**src/rtl/ecvs_pkg.sv**
```systemverilog
// Shared types, constants and helpers for the clock victim selector.
// No dependencies; used by every module of the block but ecvs_ram.
package ecvs_pkg;

    localparam int MAX_FRAMES = 256;
    localparam int ADDR_W     = $clog2(MAX_FRAMES);
    localparam int CNT_W      = $clog2(MAX_FRAMES + 1);

    localparam int FC_W       = 9;
    localparam int FRAME_W    = 8;
    localparam int VICTIM_W   = 8;
    localparam int APB_AW     = 3;
    localparam int APB_DW     = 32;

    localparam logic [APB_AW-3:0] REG_FRAME_COUNT = '0;

    localparam int ENT_W   = 3;
    localparam int BIT_REF = 2;
    localparam int BIT_OCC = 1;
    localparam int BIT_DTY = 0;

    typedef enum logic [1:0] {
        OP_SET_REF   = 2'd0,
        OP_CLR_REF   = 2'd1,
        OP_WR_STATUS = 2'd2,
        OP_SELECT    = 2'd3
    } op_t;

    typedef enum logic [2:0] {
        OC_ACK      = 3'd0,
        OC_CLEAN1   = 3'd1,
        OC_DIRTY    = 3'd2,
        OC_CLEAN2   = 3'd3,
        OC_FALLBACK = 3'd4,
        OC_NONE     = 3'd5
    } outcome_t;

    typedef enum logic [1:0] {
        ST_IDLE  = 2'd0,
        ST_PASS1 = 2'd1,
        ST_PASS2 = 2'd2,
        ST_CLEAR = 2'd3
    } state_t;

    typedef struct packed {
        logic [FC_W-1:0] frame_count;
        logic            clr;
    } cfg_t;

    function automatic logic [ADDR_W-1:0] next_frame(
        input logic [ADDR_W-1:0] idx,
        input logic [CNT_W-1:0]  cnt
    );
        logic [CNT_W-1:0] nx;
        nx = CNT_W'(idx) + CNT_W'(1);
        return (nx >= cnt) ? '0 : ADDR_W'(nx);
    endfunction

endpackage

```
**src/rtl/ecvs_ram.sv**
```systemverilog
// Generic single-port-write, single-port-read RAM with per-bit write mask.
// Read data registered. No dependencies.
module ecvs_ram #(
    parameter int DEPTH = 256,
    parameter int WIDTH = 3
) (
    input  logic                     clk,
    input  logic                     we,
    input  logic [$clog2(DEPTH)-1:0] waddr,
    input  logic [WIDTH-1:0]         wmask,
    input  logic [WIDTH-1:0]         wdata,
    input  logic                     re,
    input  logic [$clog2(DEPTH)-1:0] raddr,
    output logic [WIDTH-1:0]         rdata
);

    logic [WIDTH-1:0] mem [DEPTH];

    always_ff @(posedge clk)
    begin
        if (we)
        begin
            for (int b = 0; b < WIDTH; b++)
            begin
                if (wmask[b])
                begin
                    mem[waddr][b] <= wdata[b];
                end
            end
        end
    end

    always_ff @(posedge clk)
    begin
        if (re)
        begin
            rdata <= mem[raddr];
        end
    end

endmodule

```
**src/rtl/ecvs_cfg.sv**
```systemverilog
// APB register file holding frame_count; raises a clear strobe on each frame_count write.
// Depends on ecvs_pkg.
module ecvs_cfg (
    input  logic                          clk,
    input  logic                          rst_n,
    input  logic                          psel,
    input  logic                          penable,
    input  logic                          pwrite,
    input  logic [ecvs_pkg::APB_AW-1:0]   paddr,
    input  logic [ecvs_pkg::APB_DW-1:0]   pwdata,
    output logic [ecvs_pkg::APB_DW-1:0]   prdata,
    output logic                          pready,
    output ecvs_pkg::cfg_t                cfg
);

    logic [ecvs_pkg::FC_W-1:0]     frame_count_reg;
    logic [ecvs_pkg::FC_W-1:0]     frame_count_next;
    logic [ecvs_pkg::APB_AW-3:0]   reg_idx;
    logic                          wr_hit;

    assign pready  = 1'b1;
    assign reg_idx = paddr[ecvs_pkg::APB_AW-1:2];
    assign wr_hit  = psel && penable && pwrite && (reg_idx == ecvs_pkg::REG_FRAME_COUNT);

    always_comb
    begin
        frame_count_next = frame_count_reg;
        if (wr_hit)
        begin
            frame_count_next = pwdata[ecvs_pkg::FC_W-1:0];
        end
    end

    always_ff @(posedge clk or negedge rst_n)
    begin
        if (!rst_n)
        begin
            frame_count_reg <= '0;
        end
        else
        begin
            frame_count_reg <= frame_count_next;
        end
    end

    always_comb
    begin
        prdata = '0;
        if (reg_idx == ecvs_pkg::REG_FRAME_COUNT)
        begin
            prdata = ecvs_pkg::APB_DW'(frame_count_reg);
        end
    end

    assign cfg.frame_count = frame_count_reg;
    assign cfg.clr         = wr_hit;

endmodule

```
**src/rtl/ecvs_core.sv**
```systemverilog
// Request sequencer: frame-bit updates, clearing pass, two-pass clock scan over
// the frame RAM, clock hand and result register. Depends on ecvs_pkg, ecvs_ram.
module ecvs_core (
    input  logic                          clk,
    input  logic                          rst_n,
    input  ecvs_pkg::cfg_t                cfg,
    input  logic                          in_valid,
    output logic                          in_ready,
    input  logic [1:0]                    op,
    input  logic [ecvs_pkg::FRAME_W-1:0]  frame,
    input  logic                          occupied,
    input  logic                          dirty,
    output logic                          out_valid,
    input  logic                          out_ready,
    output logic [ecvs_pkg::VICTIM_W-1:0] victim,
    output logic [2:0]                    outcome
);

    localparam int AW = ecvs_pkg::ADDR_W;
    localparam int CW = ecvs_pkg::CNT_W;
    localparam int NF = ecvs_pkg::MAX_FRAMES;

    ecvs_pkg::state_t   state_reg, state_next;
    logic [AW-1:0]      rd_idx_reg, rd_idx_next;
    logic [CW-1:0]      issued_reg, issued_next;
    logic               ev_vld_reg, ev_vld_next;
    logic [AW-1:0]      ev_idx_reg, ev_idx_next;
    logic               ev_last_reg, ev_last_next;
    logic [AW-1:0]      start_reg, start_next;
    logic               have_cand_reg, have_cand_next;
    logic [AW-1:0]      cand_reg, cand_next;
    logic [AW-1:0]      hand_reg, hand_next;
    logic               out_valid_reg, out_valid_next;
    logic [ecvs_pkg::VICTIM_W-1:0] victim_reg, victim_next;
    ecvs_pkg::outcome_t outcome_reg, outcome_next;
    logic [AW-1:0]      clr_idx_reg, clr_idx_next;
    logic               clr_all_reg, clr_all_next;

    logic [CW-1:0]      count;
    logic               accept;
    ecvs_pkg::op_t      op_in;
    logic               fr_in_range;
    logic [AW-1:0]      fr_addr;
    logic [AW-1:0]      scan_origin;

    logic               mem_we;
    logic [AW-1:0]      mem_waddr;
    logic [ecvs_pkg::ENT_W-1:0] mem_wmask;
    logic [ecvs_pkg::ENT_W-1:0] mem_wdata;
    logic               mem_re;
    logic [ecvs_pkg::ENT_W-1:0] mem_rdata;

    logic               e_ref, e_occ, e_dty;
    logic               ev_clean;
    logic               new_cand;
    logic               issue;

    assign count = (cfg.frame_count > ecvs_pkg::FC_W'(NF)) ? CW'(NF) : CW'(cfg.frame_count);
    assign op_in       = ecvs_pkg::op_t'(op);
    assign in_ready    = (state_reg == ecvs_pkg::ST_IDLE) && !cfg.clr
                         && (!out_valid_reg || out_ready);
    assign accept      = in_valid && in_ready;
    assign fr_in_range = CW'(frame) < count;
    assign fr_addr     = AW'(frame);
    assign scan_origin = (CW'(hand_reg) >= count) ? '0 : hand_reg;

    assign e_ref    = mem_rdata[ecvs_pkg::BIT_REF];
    assign e_occ    = mem_rdata[ecvs_pkg::BIT_OCC];
    assign e_dty    = mem_rdata[ecvs_pkg::BIT_DTY];
    assign ev_clean = ev_vld_reg && e_occ && !e_ref && !e_dty;
    assign new_cand = ev_vld_reg && e_occ && !e_ref && e_dty && !have_cand_reg;
    assign issue    = (state_reg inside {ecvs_pkg::ST_PASS1, ecvs_pkg::ST_PASS2})
                      && (issued_reg != count);

    always_comb
    begin
        state_next = state_reg;
        case (state_reg)
            ecvs_pkg::ST_IDLE:
            begin
                if (accept && op_in == ecvs_pkg::OP_SELECT && count != '0)
                begin
                    state_next = ecvs_pkg::ST_PASS1;
                end
            end
            ecvs_pkg::ST_PASS1:
            begin
                if (ev_clean)
                begin
                    state_next = ecvs_pkg::ST_IDLE;
                end
                else if (ev_vld_reg && ev_last_reg)
                begin
                    state_next = (have_cand_reg || new_cand) ? ecvs_pkg::ST_IDLE
                                                             : ecvs_pkg::ST_PASS2;
                end
            end
            ecvs_pkg::ST_PASS2:
            begin
                if (ev_clean || (ev_vld_reg && ev_last_reg))
                begin
                    state_next = ecvs_pkg::ST_IDLE;
                end
            end
            ecvs_pkg::ST_CLEAR:
            begin
                if (clr_idx_reg == AW'(NF - 1))
                begin
                    state_next = ecvs_pkg::ST_IDLE;
                end
            end
            default:
            begin
                state_next = ecvs_pkg::ST_IDLE;
            end
        endcase

        if (cfg.clr)
        begin
            state_next = ecvs_pkg::ST_CLEAR;
        end
    end

    always_comb
    begin
        rd_idx_next    = rd_idx_reg;
        issued_next    = issued_reg;
        ev_vld_next    = 1'b0;
        ev_idx_next    = rd_idx_reg;
        ev_last_next   = (issued_reg == count - CW'(1));
        start_next     = start_reg;
        have_cand_next = have_cand_reg;
        cand_next      = cand_reg;
        hand_next      = hand_reg;
        out_valid_next = out_valid_reg && !out_ready;
        victim_next    = victim_reg;
        outcome_next   = outcome_reg;
        clr_idx_next   = clr_idx_reg;
        clr_all_next   = clr_all_reg;
        mem_we         = 1'b0;
        mem_waddr      = fr_addr;
        mem_wmask      = '0;
        mem_wdata      = '0;
        mem_re         = issue;

        if (issue)
        begin
            rd_idx_next = ecvs_pkg::next_frame(rd_idx_reg, count);
            issued_next = issued_reg + CW'(1);
            ev_vld_next = (state_next == state_reg);
        end

        case (state_reg)
            ecvs_pkg::ST_IDLE:
            begin
                if (accept)
                begin
                    out_valid_next = 1'b1;
                    victim_next    = '0;
                    outcome_next   = ecvs_pkg::OC_ACK;
                    if (op_in == ecvs_pkg::OP_SELECT)
                    begin
                        if (count == '0)
                        begin
                            outcome_next = ecvs_pkg::OC_NONE;
                        end
                        else
                        begin
                            out_valid_next = 1'b0;
                            start_next     = scan_origin;
                            hand_next      = scan_origin;
                            rd_idx_next    = scan_origin;
                            issued_next    = '0;
                            have_cand_next = 1'b0;
                        end
                    end
                    else if (fr_in_range)
                    begin
                        mem_we = 1'b1;
                        case (op_in)
                            ecvs_pkg::OP_SET_REF:
                            begin
                                mem_wmask[ecvs_pkg::BIT_REF] = 1'b1;
                                mem_wdata[ecvs_pkg::BIT_REF] = 1'b1;
                            end
                            ecvs_pkg::OP_CLR_REF:
                            begin
                                mem_wmask[ecvs_pkg::BIT_REF] = 1'b1;
                            end
                            default:
                            begin
                                mem_wmask[ecvs_pkg::BIT_OCC] = 1'b1;
                                mem_wmask[ecvs_pkg::BIT_DTY] = 1'b1;
                                mem_wdata[ecvs_pkg::BIT_OCC] = occupied;
                                mem_wdata[ecvs_pkg::BIT_DTY] = dirty;
                            end
                        endcase
                    end
                end
            end
            ecvs_pkg::ST_PASS1:
            begin
                if (new_cand)
                begin
                    have_cand_next = 1'b1;
                    cand_next      = ev_idx_reg;
                end
                if (ev_vld_reg && e_occ && e_ref)
                begin
                    mem_we    = 1'b1;
                    mem_waddr = ev_idx_reg;
                    mem_wmask[ecvs_pkg::BIT_REF] = 1'b1;
                end
                if (ev_clean)
                begin
                    out_valid_next = 1'b1;
                    victim_next    = ecvs_pkg::VICTIM_W'(ev_idx_reg);
                    outcome_next   = ecvs_pkg::OC_CLEAN1;
                    hand_next      = ecvs_pkg::next_frame(ev_idx_reg, count);
                end
                else if (ev_vld_reg && ev_last_reg)
                begin
                    if (have_cand_reg || new_cand)
                    begin
                        out_valid_next = 1'b1;
                        victim_next    = ecvs_pkg::VICTIM_W'(have_cand_reg ? cand_reg
                                                                           : ev_idx_reg);
                        outcome_next   = ecvs_pkg::OC_DIRTY;
                        hand_next      = ecvs_pkg::next_frame(
                                             have_cand_reg ? cand_reg : ev_idx_reg, count);
                    end
                    else
                    begin
                        rd_idx_next = start_reg;
                        issued_next = '0;
                        ev_vld_next = 1'b0;
                    end
                end
            end
            ecvs_pkg::ST_PASS2:
            begin
                if (ev_clean)
                begin
                    out_valid_next = 1'b1;
                    victim_next    = ecvs_pkg::VICTIM_W'(ev_idx_reg);
                    outcome_next   = ecvs_pkg::OC_CLEAN2;
                    hand_next      = ecvs_pkg::next_frame(ev_idx_reg, count);
                end
                else if (ev_vld_reg && ev_last_reg)
                begin
                    out_valid_next = 1'b1;
                    victim_next    = ecvs_pkg::VICTIM_W'(start_reg);
                    outcome_next   = ecvs_pkg::OC_FALLBACK;
                    hand_next      = start_reg;
                end
            end
            ecvs_pkg::ST_CLEAR:
            begin
                mem_we    = 1'b1;
                mem_waddr = clr_idx_reg;
                mem_wmask[ecvs_pkg::BIT_REF] = 1'b1;
                if (clr_all_reg)
                begin
                    mem_wmask = '1;
                end
                clr_idx_next = clr_idx_reg + AW'(1);
                if (clr_idx_reg == AW'(NF - 1))
                begin
                    clr_all_next = 1'b0;
                end
            end
            default:
            begin
                mem_re = 1'b0;
            end
        endcase

        if (cfg.clr)
        begin
            hand_next    = '0;
            clr_idx_next = '0;
        end
    end

    always_ff @(posedge clk or negedge rst_n)
    begin
        if (!rst_n)
        begin
            state_reg     <= ecvs_pkg::ST_CLEAR;
            issued_reg    <= '0;
            ev_vld_reg    <= 1'b0;
            have_cand_reg <= 1'b0;
            hand_reg      <= '0;
            out_valid_reg <= 1'b0;
            clr_idx_reg   <= '0;
            clr_all_reg   <= 1'b1;
        end
        else
        begin
            state_reg     <= state_next;
            issued_reg    <= issued_next;
            ev_vld_reg    <= ev_vld_next;
            have_cand_reg <= have_cand_next;
            hand_reg      <= hand_next;
            out_valid_reg <= out_valid_next;
            clr_idx_reg   <= clr_idx_next;
            clr_all_reg   <= clr_all_next;
        end
    end

    always_ff @(posedge clk)
    begin
        rd_idx_reg  <= rd_idx_next;
        ev_idx_reg  <= ev_idx_next;
        ev_last_reg <= ev_last_next;
        start_reg   <= start_next;
        cand_reg    <= cand_next;
        victim_reg  <= victim_next;
        outcome_reg <= outcome_next;
    end

    ecvs_ram #(
        .DEPTH (NF),
        .WIDTH (ecvs_pkg::ENT_W)
    ) u_ram (
        .clk   (clk),
        .we    (mem_we),
        .waddr (mem_waddr),
        .wmask (mem_wmask),
        .wdata (mem_wdata),
        .re    (mem_re),
        .raddr (rd_idx_reg),
        .rdata (mem_rdata)
    );

    assign out_valid = out_valid_reg;
    assign victim    = victim_reg;
    assign outcome   = outcome_reg;

endmodule

```
**src/rtl/enhanced_clock_victim_select.sv**
```systemverilog
// Enhanced second-chance clock victim selector: per-frame reference, occupied
// and dirty bits in one frame RAM, with a clock hand and an APB frame_count
// register (counts above 256 act as 256). Set reference, clear reference and
// status writes, and a select with no frames in use, answer in the cycle after
// the request is taken. A select walks the frames from the hand, one frame per
// cycle through the RAM's single read port, in a first pass and, when needed, a
// second pass. A new request is taken only once the scan is over and the previous
// answer has left. After reset and after every frame_count write a clearing pass
// over all 256 entries zeroes the RAM (only the reference bits on a write) and
// holds requests off. Writing frame_count also clears the hand.
// Depends on ecvs_pkg, ecvs_cfg, ecvs_core and ecvs_ram.
module enhanced_clock_victim_select (
    input  logic                          clk,
    input  logic                          rst_n,
    input  logic                          psel,
    input  logic                          penable,
    input  logic                          pwrite,
    input  logic [ecvs_pkg::APB_AW-1:0]   paddr,
    input  logic [ecvs_pkg::APB_DW-1:0]   pwdata,
    output logic [ecvs_pkg::APB_DW-1:0]   prdata,
    output logic                          pready,
    input  logic                          in_valid,
    output logic                          in_ready,
    input  logic [1:0]                    op,
    input  logic [ecvs_pkg::FRAME_W-1:0]  frame,
    input  logic                          occupied,
    input  logic                          dirty,
    output logic                          out_valid,
    input  logic                          out_ready,
    output logic [ecvs_pkg::VICTIM_W-1:0] victim,
    output logic [2:0]                    outcome
);

    ecvs_pkg::cfg_t cfg;

    ecvs_cfg u_cfg (
        .clk     (clk),
        .rst_n   (rst_n),
        .psel    (psel),
        .penable (penable),
        .pwrite  (pwrite),
        .paddr   (paddr),
        .pwdata  (pwdata),
        .prdata  (prdata),
        .pready  (pready),
        .cfg     (cfg)
    );

    ecvs_core u_core (
        .clk       (clk),
        .rst_n     (rst_n),
        .cfg       (cfg),
        .in_valid  (in_valid),
        .in_ready  (in_ready),
        .op        (op),
        .frame     (frame),
        .occupied  (occupied),
        .dirty     (dirty),
        .out_valid (out_valid),
        .out_ready (out_ready),
        .victim    (victim),
        .outcome   (outcome)
    );

endmodule

```
**config.mk**
```make
export PLATFORM = sky130hd
export DESIGN_NAME = enhanced_clock_victim_select
export DESIGN_NICKNAME = d
export VERILOG_FILES = /design/src/rtl/ecvs_pkg.sv /design/src/rtl/ecvs_ram.sv /design/src/rtl/ecvs_cfg.sv /design/src/rtl/ecvs_core.sv /design/src/rtl/enhanced_clock_victim_select.sv
export SDC_FILE = /design/constraint.sdc
export NUM_CORES = 1
export LEC_CHECK = 0
export ABC_AREA = 1
export BUFFER_PORTS_ARGS = -buffer_cell sky130_fd_sc_hd__buf_2
export CORE_ASPECT_RATIO = 1.2
export CORE_MARGIN = 1
export CORE_UTILIZATION = 45
export DETAILED_ROUTE_END_ITERATION = 16
export MAX_ROUTING_LAYER = met4
export PLACE_DENSITY = 0.69
export REMOVE_ABC_BUFFERS = 1
export SYNTH_ARGS = -nofsm -noshare
export SYNTH_HDL_FRONTEND = slang
export SYNTH_HIERARCHICAL = 1
export SYNTH_SLANG_ARGS = --single-unit
```
**constraint.sdc**
```tcl
create_clock -name clk -period 11.4 [get_ports clk]
set_clock_uncertainty 0.1 [all_clocks]
set_input_delay 2.28 -clock clk [delete_from_list [all_inputs] [get_ports clk]]
set_output_delay 2.28 -clock clk [all_outputs]
set_load 0.005 [all_outputs]
```
* After elaboration in Yosys (flattened, before gate mapping) *
Memories as Yosys holds them, arrays and structs flattened. A register that Yosys moved wholly into a read port is not among the register bits.
Index checks and enable logic that the tools add are counted.

storage, ports and cells
  register bits after elaboration = 84
  memory bits (writable) = 768
  input bits = 54
  output and inout bits = 46
  word-level logic and storage cells = 202
  memories = 1

memory list
  memory            words  width  read ports  clocked after Yosys merged registers in  wr ports  line            source
  u_core.u_ram.mem  256    3      1           1                                        1         ecvs_ram.sv:17  logic [WIDTH-1:0] mem [DEPTH];

operators by class
  add/subtract/negate cells = 6
  $lt $le $gt $ge = 6
  equality and inequality tests = 22
  multiplexer cells = 107
  bitwise logic cells = 2
  reductions and logical operators = 42

operators with widths
  cell                                                              count
  8-bit 2-to-1 mux                                                  29
  9-bit 2-to-1 mux                                                  9
  8-bit case mux with 3 select lines                                2
  3-bit 2-to-1 mux                                                  15
  1-bit 2-to-1 mux                                                  32
  8-bit case mux with 2 select lines                                2
  8-bit by 1-bit adder with 9-bit output (second input constant)    3
  9-bit >= comparator                                               3
  2-bit 2-to-1 mux                                                  10
  9-bit case mux with 2 select lines                                1
  1-bit logical AND                                                 17
  3-bit by 2-bit != test with 1-bit output (second input constant)  4
  4-bit by 3-bit != test with 1-bit output (second input constant)  3
  5-bit AND reduction                                               2
  9-bit by 1-bit adder with 9-bit output (second input constant)    1
  9-bit == test                                                     1
  8-bit by 9-bit >= comparator with 1-bit output                    1
  9-bit greater-than comparator (second input constant)             1
  9-bit logical NOT                                                 1
  8-bit by 9-bit < comparator with 1-bit output                     1
  9-bit != test                                                     1
  1-bit case mux with 3 select lines                                3
  3-bit case mux with 3 select lines                                1
  9-bit nonzero test                                                1
  other kinds (23)                                                  41

* Logic depth before layout (Yosys ltp) *
  depth after elaboration = 18
  depth in mapped cells = 22
  mapped depth without buffers = 22

* Cells and area by module *
Netlist, hierarchy kept.

modules (own cells, without submodules)
  module     times used  cells an instance  area an instance (µm²)  sequential area each (µm²)
  ecvs_ram   1           3701               35607.9                 23152.2
  ecvs_core  1           872                6014.5                  1930.6
  ecvs_cfg   1           88                 658.1                   225.2

* Worst setup path before layout *
No wires, ideal clock.

  kind = input port to flip-flop
  from = in psel
  to = mem u_core.u_ram.mem[0][0] (data pin)
  setup time = 1.393 ns
  arrival time = 9.492 ns
  required time = 9.907 ns
  setup slack = 0.415 ns
  stages on the path = 12
  path buffers = 1
  cells stage by stage = inv_1 nor2_8 nand2_4 inv_1 buf_4 inv_2 nand2_1 nor3b_2 inv_1 nor3_1 nand4_1 nor2_1

on the way
  longest elaborated chain between the ends = 9

ends and longest elaborated chain
  item                             line                                source
  start, declared                  enhanced_clock_victim_select.sv:15  input logic psel,
  1-bit logical AND (3 in series)  ecvs_cfg.sv:23                      assign wr_hit = psel && penable && pwrite && (reg_idx == ecvs_pkg::REG_FRAME_COUNT);
  via u_cfg.wr_hit                 ecvs_cfg.sv:19                      logic wr_hit;
  1-bit logical NOT                ecvs_core.sv:60                     assign in_ready = (state_reg == ecvs_pkg::ST_IDLE) && !cfg.clr
  1-bit logical AND                ecvs_core.sv:60
  1-bit logical AND                ecvs_core.sv:61                     && (!out_valid_reg || out_ready);
  1-bit logical AND                ecvs_core.sv:62                     assign accept = in_valid && in_ready;
  3-bit 2-to-1 mux                 ecvs_core.sv:156                    if (accept)
  3-bit 2-to-1 mux                 ecvs_core.sv:153                    case (state_reg)
  via u_core.mem_wdata (one bit)   ecvs_core.sv:49                     logic [ecvs_pkg::ENT_W-1:0] mem_wdata;
  end, declared                    ecvs_ram.sv:17

The timed path passes the listed nets, and every way through them passes these cells.

==> flow_metrics.tcl <==
set metrics [dict create \
    status "finished, final reports clean" \
    grt_setup_unrepaired "false" \
    synth-xor-area-share_pct 0.311 \
    ys_async_sr_fraction_pct 4.68 \
    hpwlAfterDp_um 61600 \
    layout_commonest_cell "nand2_1" \
    hold_violations 0 \
    report.final.slew_viol_count 0 \
    wl_per_cell_um 19.8 \
    synth_compound_area_share_pct 2.23 \
    cts.sinks 855 \
    io_pins 100 \
    path_max_fanout 85 \
    path_clk_slew_ns 0.06 \
    cp.arrival_ns 7.19 \
    synth_cell_types 52 \
    power.leakage_nw 15.7 \
    cts_buffers 83 \
    fmax_mhz 145 \
    setup_violations 0 \
    seq_area_frac_synth_pct 59.9 \
    numPlacedInstances 5702 \
    fin_util_pct 49.0 \
    worstPathRequired_ns 11.68 \
    peakVddDrop_v 0.000194 \
    cts.path.max_buffers 3 \
    muxShareOfSynthArea_pct 0 \
    max_cap_viol_count 0 \
    viasPerCell 5.58 \
    largest_reg_flops 768 \
    fin_crit_sh_pct 60.7 \
    cts_tree "done" \
    die_y_um 338 \
    drt_wl_total_um 116000 \
    layout.cells.non_filler 5850 \
    grt-ovfl-total 0 \
    die_area_um2 95200 \
    relSlewSlack_pct 12.4 \
    hold_buffers 0 \
    end_kind "register" \
    pwr_density_cell_nw_per_um2 237 \
    firstDrtPassIters 7 \
    antenna_found_initial 2 \
    cts_root_buf "clkbuf_16" \
    synthAdderAreaFrac_pct 1.54 \
    cp_slowest_cell "buf_4" \
    drc 0 \
    worstMarginPinSlew_ns 1.31 \
    crit_family "buffers and inverters" \
    vias 32700 \
    start_kind "input pin" \
    synth_seq_cells 855 \
    mostFrequentLayoutCells "1310 x nand2_1, 901 x nor2_1, 799 x nand3_1" \
    rows 122 \
    synth.avg_cell_area_um2 9.07 \
    postCtsSetupBuffers 0 \
    period_minus_slack_ns 6.91 \
    synthToLayoutAreaGrowth_pct 7.46 \
    synth_edf_count 798 \
    min_path_type "register to register" \
    total_power_mw 10.8 \
    ys_warn_count 6 \
    crit_buf_inv 7 \
    cts_resized 0 \
    place_congestion 0.959 \
    synth-simple-area-share_pct 30.4 \
    drive_gt1_share_pct 6.14 \
    htreeDepth 3 \
    grt_pass1_wl_um 176000 \
    finalNetCount 4653 \
    insertion_delay_ns 0.66 \
    first_global_vias 31400 \
    drt_iter0_markers 3359 \
    initial_core_util_pct 45.6 \
    synth_top_family_by_area "simple AND/OR/NAND/NOR gates" \
    cpMostUsedCell "buf_4" \
    cp_cell_sequence "buf_2 > nor2_8 > nand2_4 > inv_1 > inv_2 > nand2_1 > nor3b_2 > inv_1 > nor3_1 > nand3_1 > a21oi_1 > nand2_4 > buf_4 > buf_4 > buf_4 > nor2_1" \
    grt_start_max_net_pins 219 \
    io_buffers 50 \
    crit_type "input pin to register" \
    core_um2 92700 \
    ant_nets 0 \
    synthCells 4661 \
    fp.dieW_um 282 \
    grt.total_usage_pct 25.0 \
    synthFlopType "edfxtp_1" \
    max_stage_delay_ns 0.91 \
    syn_area_um2 42300 \
]
==> cell families (layout without fill, tap and decap cells) <==
family,count (synthesis),count (layout)
and+or+nand+nor,3099,3099
DFF,855,855
buffers and inverters,471,396
AOI/OAI and AO/OA,167,167
adders and majority gates,52,52
xor gates and xnor gates,15,15
other,2,26
==> power by group <==
group | switching (mW) | internal [mW]
registers | 0.183 | 3.55
logic | 3.22 | 1.19
clock network | 1.18 | 1.46
total | 4.58 | 6.20
==> Yosys cell counts (6+ instances only) <==
library cell / count / share of area [%]
nand2_1: 1313 / 12
nor2_1: 913 / 8.1
nand3_1: 799 / 9.5
edfxtp_1: 798 / 57
inv_1: 136 / 1.2
buf_2: 131 / 1.6
clkbuf_1: 86 / 0.76
o21ai_0: 84 / 0.99
ha_1: 52 / 1.5
a21oi_1: 49 / 0.58
buf_6: 41 / 1.1
dfrtp_1: 37 / 2.2
buf_4: 36 / 0.64
buf_1: 32 / 0.28
nor3_1: 22 / 0.26
nor2_2: 18 / 0.27
dfxtp_1: 17 / 0.80
nand4_1: 17 / 0.25
xor2_1: 13 / 0.27
a22oi_1: 7 / 0.12
inv_2: 6 / 0.053
==> worst min-delay path: stages, from the launching register on <==
cell and delay (ns):
dfstp_2 0.37, o21ai_0 0.06, inv_1 0.04
==> path summary, 6_finish.rpt <==
check | start | end | slack, ns | cells after the start
setup / recovery | paddr[2] | u_core/u_ram/mem[212][2] | 4.49 | 16
hold / removal | u_core/clr_all_reg | u_core/clr_all_reg | 0.37 | 2
setup reg to reg | u_cfg/frame_count_reg[4] | u_core/u_ram/mem[212][2] | 5.03 | 15
hold reg to reg | u_core/clr_all_reg | u_core/clr_all_reg | 0.37 | 2
max in group asynchronous | rst_n | u_core/issued_reg[1] | 8.84 | 1
min in group asynchronous | rst_n | u_core/out_valid | 1.69 | 1
==> cell type report <==
| cell class | instances | area (um2) |
|---|---|---|
| clock inverters | 42 | 338 |
| inverters | 143 | 556 |
| well taps | 1240 | 1550 |
| multi-input cells | 3357 | 14700 |
| diodes | 2 | 5.00 |
| repair buffers | 107 | 741 |
| clock buffers | 104 | 2210 |
| flip-flops and latches | 855 | 25300 |
| fillers | 8494 | 47200 |
==> per-layer routing <==
layer  GRT usage [%]  vias up  wire length, um
met4            11.1        0             5170
met2            42.8     1416            57100
li1                -    15400                -
met5               -        -                0
met1            29.3    15600            44100
met3            3.14      292             9180
==> metrics by stage <==
stage	setup TNS (ns)	area, um2	setup WS (ns)	hold WS (ns)
floorplan	-0.704	40500	-0.235	0.310
global placement	0	42900	3.94	0.352
detailed placement	0	42900	3.87	0.360
CTS	0	45400	4.55	0.370
global route	0	45400	4.17	0.391
finish	0	45400	4.49	0.370
Note: power is estimated with default switching activity, not from simulation.
